===== config.mk =====
export PLATFORM = sky130hd
export DESIGN_NAME = lrc_iter
export DESIGN_NICKNAME = d
export VERILOG_FILES = /design/src/design/lrc_pkg.sv /design/src/design/lrc_iter.sv
export SDC_FILE = /design/constraint.sdc
export NUM_CORES = 2
export LEC_CHECK = 0
export ABC_CLOCK_PERIOD_IN_PS = 13000
export BUFFER_PORTS_ARGS = -buffer_cell sky130_fd_sc_hd__buf_2
export CAP_MARGIN = 20
export CORE_AREA = 2 2 334 336
export DETAILED_ROUTE_END_ITERATION = 12
export DIE_AREA = 0 0 336 338
export PLACE_DENSITY_LB_ADDON = 0.12
export SYNTH_ARGS = -nofsm -noshare
export SYNTH_HDL_FRONTEND = slang
export SYNTH_SLANG_ARGS = --single-unit

===== constraint.sdc =====
create_clock -name clk_i -period 13 [get_ports clk_i]
set_input_delay 3.25 -clock clk_i [delete_from_list [all_inputs] [get_ports clk_i]]
set_output_delay 3.25 -clock clk_i [all_outputs]
set_load 0.005 [all_outputs]

===== src/design/lrc_pkg.sv =====
// Shared constants for the line rectangle clipper.
`default_nettype none
package lrc_pkg;
  localparam int COORD_WIDTH   = 16;
  localparam int NUM_ITER      = 4;
  localparam int DIV_STEP_BITS = 4;
  localparam int CFG_IDX_W     = 8;

  localparam logic [3:0] OC_LEFT   = 4'b0001;
  localparam logic [3:0] OC_RIGHT  = 4'b0010;
  localparam logic [3:0] OC_BOTTOM = 4'b0100;
  localparam logic [3:0] OC_TOP    = 4'b1000;

  localparam logic [CFG_IDX_W-1:0] REG_X_MIN = 8'd0;
  localparam logic [CFG_IDX_W-1:0] REG_X_MAX = 8'd1;
  localparam logic [CFG_IDX_W-1:0] REG_Y_MIN = 8'd2;
  localparam logic [CFG_IDX_W-1:0] REG_Y_MAX = 8'd3;

  localparam int X_MIN_RST = 150;
  localparam int X_MAX_RST = 540;
  localparam int Y_MIN_RST = 174;
  localparam int Y_MAX_RST = 449;
endpackage
`default_nettype wire


===== src/design/lrc_iter.sv =====
// One pipelined clip pass: edge select, multiply, radix-16 divide, endpoint update.
`default_nettype none
module lrc_iter import lrc_pkg::*; #(
  parameter int W = COORD_WIDTH
) (
  input  wire logic           clk_i,
  input  wire logic           rst_ni,
  input  wire logic           en_i,
  input  wire logic [4*W-1:0] win_i,
  input  wire logic           valid_i,
  input  wire logic [4*W-1:0] seg_i,
  output logic                valid_o,
  output logic [4*W-1:0]      seg_o
);
  localparam int ND  = (W + DIV_STEP_BITS - 1) / DIV_STEP_BITS;
  localparam int NST = ND + 3;

  typedef struct packed {
    logic signed [W-1:0] x1, y1, x2, y2;
  } seg_t;

  typedef struct packed {
    logic signed [W-1:0] xmin, xmax, ymin, ymax;
  } win_t;

  typedef struct packed {
    seg_t                seg;
    logic                clip, mv1, xedge, neg;
    logic signed [W-1:0] e, a;
    logic [W-1:0]        ma, mb, md, rem, low, q;
  } ctx_t;

  function automatic logic [3:0] oc(logic signed [W-1:0] x, logic signed [W-1:0] y, win_t w);
    logic [3:0] c;
    c = '0;
    if (x < w.xmin) c |= OC_LEFT;
    else if (x > w.xmax) c |= OC_RIGHT;
    if (y < w.ymin) c |= OC_BOTTOM;
    else if (y > w.ymax) c |= OC_TOP;
    return c;
  endfunction

  function automatic logic [W-1:0] mag(logic signed [W:0] v);
    logic signed [W:0] m;
    m = v[W] ? -v : v;
    return m[W-1:0];
  endfunction

  win_t win;
  seg_t sin;
  assign win = win_t'(win_i);
  assign sin = seg_t'(seg_i);

  ctx_t             st_q [NST];
  ctx_t             st_d [NST];
  logic [NST-1:0]   v_q;

  // edge select
  always_comb begin
    logic [3:0] c1, c2, c;
    logic signed [W:0] bd, nd, dd;
    st_d[0] = '0;
    st_d[0].seg = sin;
    c1 = oc(sin.x1, sin.y1, win);
    c2 = oc(sin.x2, sin.y2, win);
    st_d[0].clip = ((c1 & c2) == 4'b0) && ((c1 | c2) != 4'b0);
    st_d[0].mv1 = (c1 != 4'b0);
    c = (c1 != 4'b0) ? c1 : c2;
    if ((c & OC_LEFT) != 4'b0) begin
      st_d[0].xedge = 1'b1;
      st_d[0].e = win.xmin;
    end else if ((c & OC_RIGHT) != 4'b0) begin
      st_d[0].xedge = 1'b1;
      st_d[0].e = win.xmax;
    end else if ((c & OC_BOTTOM) != 4'b0) begin
      st_d[0].xedge = 1'b0;
      st_d[0].e = win.ymin;
    end else begin
      st_d[0].xedge = 1'b0;
      st_d[0].e = win.ymax;
    end
    if (st_d[0].xedge) begin
      st_d[0].a = sin.y1;
      bd = (W+1)'(sin.y2) - (W+1)'(sin.y1);
      nd = (W+1)'(st_d[0].e) - (W+1)'(sin.x1);
      dd = (W+1)'(sin.x2) - (W+1)'(sin.x1);
    end else begin
      st_d[0].a = sin.x1;
      bd = (W+1)'(sin.x2) - (W+1)'(sin.x1);
      nd = (W+1)'(st_d[0].e) - (W+1)'(sin.y1);
      dd = (W+1)'(sin.y2) - (W+1)'(sin.y1);
    end
    st_d[0].neg = bd[W] ^ nd[W] ^ dd[W];
    st_d[0].ma = mag(bd);
    st_d[0].mb = mag(nd);
    st_d[0].md = mag(dd);
  end

  // multiply
  always_comb begin
    logic [2*W-1:0] p;
    st_d[1] = st_q[0];
    p = st_q[0].ma * st_q[0].mb;
    st_d[1].rem = p[2*W-1:W];
    st_d[1].low = p[W-1:0];
    st_d[1].q = '0;
  end

  // divide, DIV_STEP_BITS quotient bits per stage
  for (genvar k = 0; k < ND; k++) begin : g_div
    always_comb begin
      logic [W:0] r;
      st_d[k+2] = st_q[k+1];
      for (int j = 0; j < DIV_STEP_BITS; j++) begin
        if (k * DIV_STEP_BITS + j < W) begin
          r = {st_d[k+2].rem, st_d[k+2].low[W-1]};
          st_d[k+2].low = st_d[k+2].low << 1;
          if (r >= {1'b0, st_d[k+2].md}) begin
            r = r - {1'b0, st_d[k+2].md};
            st_d[k+2].q = {st_d[k+2].q[W-2:0], 1'b1};
          end else begin
            st_d[k+2].q = {st_d[k+2].q[W-2:0], 1'b0};
          end
          st_d[k+2].rem = r[W-1:0];
        end
      end
    end
  end

  // endpoint update
  always_comb begin
    logic signed [W:0] qs, res;
    ctx_t s;
    s = st_q[NST-2];
    st_d[NST-1] = s;
    qs = s.neg ? -$signed({1'b0, s.q}) : $signed({1'b0, s.q});
    res = (W+1)'(s.a) + qs;
    if (s.clip) begin
      if (s.mv1) begin
        st_d[NST-1].seg.x1 = s.xedge ? s.e : res[W-1:0];
        st_d[NST-1].seg.y1 = s.xedge ? res[W-1:0] : s.e;
      end else begin
        st_d[NST-1].seg.x2 = s.xedge ? s.e : res[W-1:0];
        st_d[NST-1].seg.y2 = s.xedge ? res[W-1:0] : s.e;
      end
    end
  end

  always_ff @(posedge clk_i or negedge rst_ni) begin
    if (!rst_ni) begin
      v_q <= '0;
    end else if (en_i) begin
      v_q <= {v_q[NST-2:0], valid_i};
    end
  end

  always_ff @(posedge clk_i) begin
    if (en_i) begin
      for (int i = 0; i < NST; i++) st_q[i] <= st_d[i];
    end
  end

  assign valid_o = v_q[NST-1];
  assign seg_o   = st_q[NST-1].seg;
endmodule
`default_nettype wire

==> results by group <==
Finish
  – Fill count: 8983
  – Share of layout cells above drive strength 1: 0.103
  – Most frequent cells in the layout: sky130_fd_sc_hd__edfxtp_1 (920), sky130_fd_sc_hd__ha_1 (551), sky130_fd_sc_hd__inv_1 (517)
  – Commonest non-fill, non-tap cell in the layout: sky130_fd_sc_hd__edfxtp_1
  – Final net count: approximately 6.4k
  – Final non-filler cell area: around 66000 sq um
  – Area added between synthesis and finish: 9.74%
  – Area occupied by multi-input gates: around 30000 sq um
  – Post-route insts no fill: about 7.0k
  – Flip-flop and latch area: 27800 sq um

CTS
  – CTS tree: yes
  – Number of H-tree levels: 3
  – Clock-pin slew on the worst setup and hold paths: roughly 60 ps
  – Library cell used as clock root buffer: sky130_fd_sc_hd__clkbuf_16
  – Post-CTS Setup Repair Bufs: 0
  – PostCTS Resize Cnt: 0
  – Maximum clock path buffer count: 3
  – CTS Buf Count: 95
  – Cts hold-fix bufs: 0
  – Latest clock arrival within the worst-skew pair: ~700 ps
  – TritonCTS sink count: around 930

Yosys
  – Ys Warns: 0
  – Number of distinct standard cells referenced by the synthesized netlist: between 100 and 150
  – Async S/R FF share, synth: 0.00755
  – Cell area after synthesis: 60100 sq um
  – Number of enable-type register cells in the synthesized netlist: 920
  – Most instantiated flip-flop cell in the synthesis netlist: sky130_fd_sc_hd__edfxtp_1
  – Synthesis-stage register bit count: approximately 930
  – Share of the yosys chip area belonging to registers: 0.462
  – Post-synthesis average cell area: ~11 sq um
  – Number of nets produced by synthesis: slightly above 6k
  – Gate count after technology mapping: approximately 5.3k

Global route
  – Global-route congestion overflow total: 0
  – Via count of the first global-routing pass: approximately 40k
  – Largest net degree at the start of global routing: ~190
  – GRT Util Overall: 0.270
  – Initial antenna violation count: 12
  – Wire length of the first global-routing pass: ~230000 microns

Critical path
  – CP max stage delay: 570 ps
  – Crit-path leading delay family: compound AO/OA/AOI/OAI gates
  – Bufs and invs on worst path: 4
  – Worst path slowest cell: sky130_fd_sc_hd__o22a_1
  – Data required time of the worst path: 13410 ps
  – CP Max Fanout: 25
  – Most frequent cell on the critical path: sky130_fd_sc_hd__nor2b_1
  – Signal arrival time at the worst endpoint: between 10000 and 15000 ps
  – Crit. End Element: flip-flop
  – Startpoint types: flip-flop
  – Category of the most critical setup path: reg -> reg

Route
  – Average via count per standard cell: approximately 5.8
  – Vias after detailed routing: about 40k
  – Remaining routing DRC violations: 0
  – Violation count after the first detailed-routing iteration: around 3.4k
  – Average wire per cell in the routed design: about 21 microns
  – First drt pass iteration count: 6
  – Total length of routed wires: roughly 150000 microns
  – Final antenna-violating net count: 0

Timing
  – Post-layout min period: about 12000 ps
  – Final Hold Vio Count: 0
  – Relative max-transition margin: 0.189
  – Slew Limit Fails: 0
  – Minimum hold slack: ~370 ps
  – Sum Neg Setup Slack: 0 ps
  – Post-route fraction of the period consumed by the critical path: 0.917
  – Setup repair after global routing missed its margin: false
  – Pin slew with the least headroom to its limit: around 1200 ps
  – Final setup fails: 0
  – Worst clock skew: 73.9 ps
  – Maximum achievable frequency: about 84 MHz

Floorplan
  – Die width: ~340 microns
  – Core Rows: around 120
  – IO Pins: around 200
  – Effective utilization at floorplan: 0.546
  – Height of the die: approximately 340 microns
  – Area of the die: 114000 sq um
  – Area inside the core boundary: 110000 sq um

Placement
  – Final weighted congestion of routability-driven global placement: around 1
  – Placed Cells: a little under 7k
  – HPWL reported at the end of detailed placement: ~120000 microns
  – Placed cell area: approximately 63000 sq um
  – Count of input and output buffers: approximately 200

Hold path
  – Min-delay worst type: reg -> reg

Outcome
  – Result of the run: complete, no violations

Job
  – Number of maximum-capacitance violations: 0
==> path summary, 6_finish.rpt <==
check	start	end	cells after the start	slack, ps
worst max-delay path	st_q[1][49]	st_q[2][35]	46	1080
max in group asynchronous	rst_ni	v_q[3]	1	10460
worst min-delay path	st_q[0][125]	st_q[1][125]	0	370
worst max register to register	st_q[1][49]	st_q[2][35]	46	1080
worst min register to register	st_q[0][125]	st_q[1][125]	0	370
min in group asynchronous	rst_ni	v_q[5]	1	2380
==> cells in the mapped netlist, types with 10 or more instances <==
cell,number,area share
sky130_fd_sc_hd__a211o_1,23,0.0033
sky130_fd_sc_hd__a21oi_1,277,0.023
sky130_fd_sc_hd__mux2_4,13,0.0032
sky130_fd_sc_hd__o31ai_1,28,0.0035
sky130_fd_sc_hd__o41ai_1,10,0.0015
sky130_fd_sc_hd__a31oi_1,41,0.0043
sky130_fd_sc_hd__buf_2,26,0.0022
sky130_fd_sc_hd__o211ai_1,25,0.0031
sky130_fd_sc_hd__a221o_1,19,0.0032
sky130_fd_sc_hd__nand2_1,451,0.028
sky130_fd_sc_hd__fa_1,213,0.071
sky130_fd_sc_hd__a31o_2,12,0.0017
sky130_fd_sc_hd__and3_1,22,0.0023
sky130_fd_sc_hd__a211oi_1,42,0.0052
sky130_fd_sc_hd__or3_1,27,0.0028
sky130_fd_sc_hd__nor2_1,261,0.016
sky130_fd_sc_hd__nor3b_1,11,0.0014
sky130_fd_sc_hd__nor3_1,70,0.0058
sky130_fd_sc_hd__and2_1,117,0.012
sky130_fd_sc_hd__edfxtp_1,920,0.46
sky130_fd_sc_hd__o21ai_1,22,0.0018
sky130_fd_sc_hd__o21ai_0,276,0.023
sky130_fd_sc_hd__ha_1,551,0.11
sky130_fd_sc_hd__a21o_1,120,0.015
sky130_fd_sc_hd__o31a_1,12,0.0017
sky130_fd_sc_hd__or2_2,20,0.0021
sky130_fd_sc_hd__nand4_1,57,0.0059
sky130_fd_sc_hd__nor4_1,14,0.0015
sky130_fd_sc_hd__mux2i_1,112,0.019
sky130_fd_sc_hd__xor2_1,88,0.013
sky130_fd_sc_hd__o21bai_1,33,0.0041
sky130_fd_sc_hd__xnor2_1,208,0.030
sky130_fd_sc_hd__a21boi_0,21,0.0026
sky130_fd_sc_hd__inv_1,517,0.032
sky130_fd_sc_hd__nand3_1,57,0.0047
sky130_fd_sc_hd__nor2b_1,68,0.0071
sky130_fd_sc_hd__clkbuf_1,70,0.0044
sky130_fd_sc_hd__o21a_1,71,0.0089
sky130_fd_sc_hd__mux2_2,108,0.020
sky130_fd_sc_hd__nand2b_1,39,0.0041
==> kinds of logic after synthesis <==
group | synth area share
simple gates | 0.103
compound gates | 0.123
flops | 0.462
fa+ha+maj | 0.186
buf+inv | 0.0413
xor+xnor | 0.0431
mux | 0.0425
==> routing by layer <==
metal / vias to the layer above / GRT usage / wire length, microns
met5: - / 0 / 25
li1: 19400 / - / -
met3: 268 / 0.0404 / 9580
met4: 4 / 0.0950 / 5030
met2: 1232 / 0.420 / 67800
met1: 19600 / 0.386 / 68900
==> worst reg2reg max path: cells and delay by family (launching register included) <==
family,cells,cell delay (ps)
compound gates,28,7150
simple gates,9,1510
flops,1,500
mux,1,340
buf+inv,4,960
fa+ha+maj,4,1210
==> flip-flops by register name, summed over array words and instances (netlist names) <==
name	flops
st_q	920
v_q	7
==> metrics by stage <==
step / utilization / setup WS [ps]
finish: 0.600 / 1080
global route: 0.600 / 252
CTS: 0.599 / 930
detailed placement: 0.570 / 985
global placement: 0.570 / 1230
floorplan: - / 2320
==> final cells by class <==
type / count / share of cell area
multi-input cells: 3693 / 0.453
well taps: 1488 / 0.0282
flip-flops and latches: 927 / 0.421
diodes: 5 / 0.000190
clock inverters: 63 / 0.0115
repair buffers: 228 / 0.0193
inverters: 522 / 0.0297
clock buffers: 113 / 0.0370
Power is left out: the tool's default activity adds up to more than one toggle a clock period on the data nets, which glitch-free logic cannot reach.
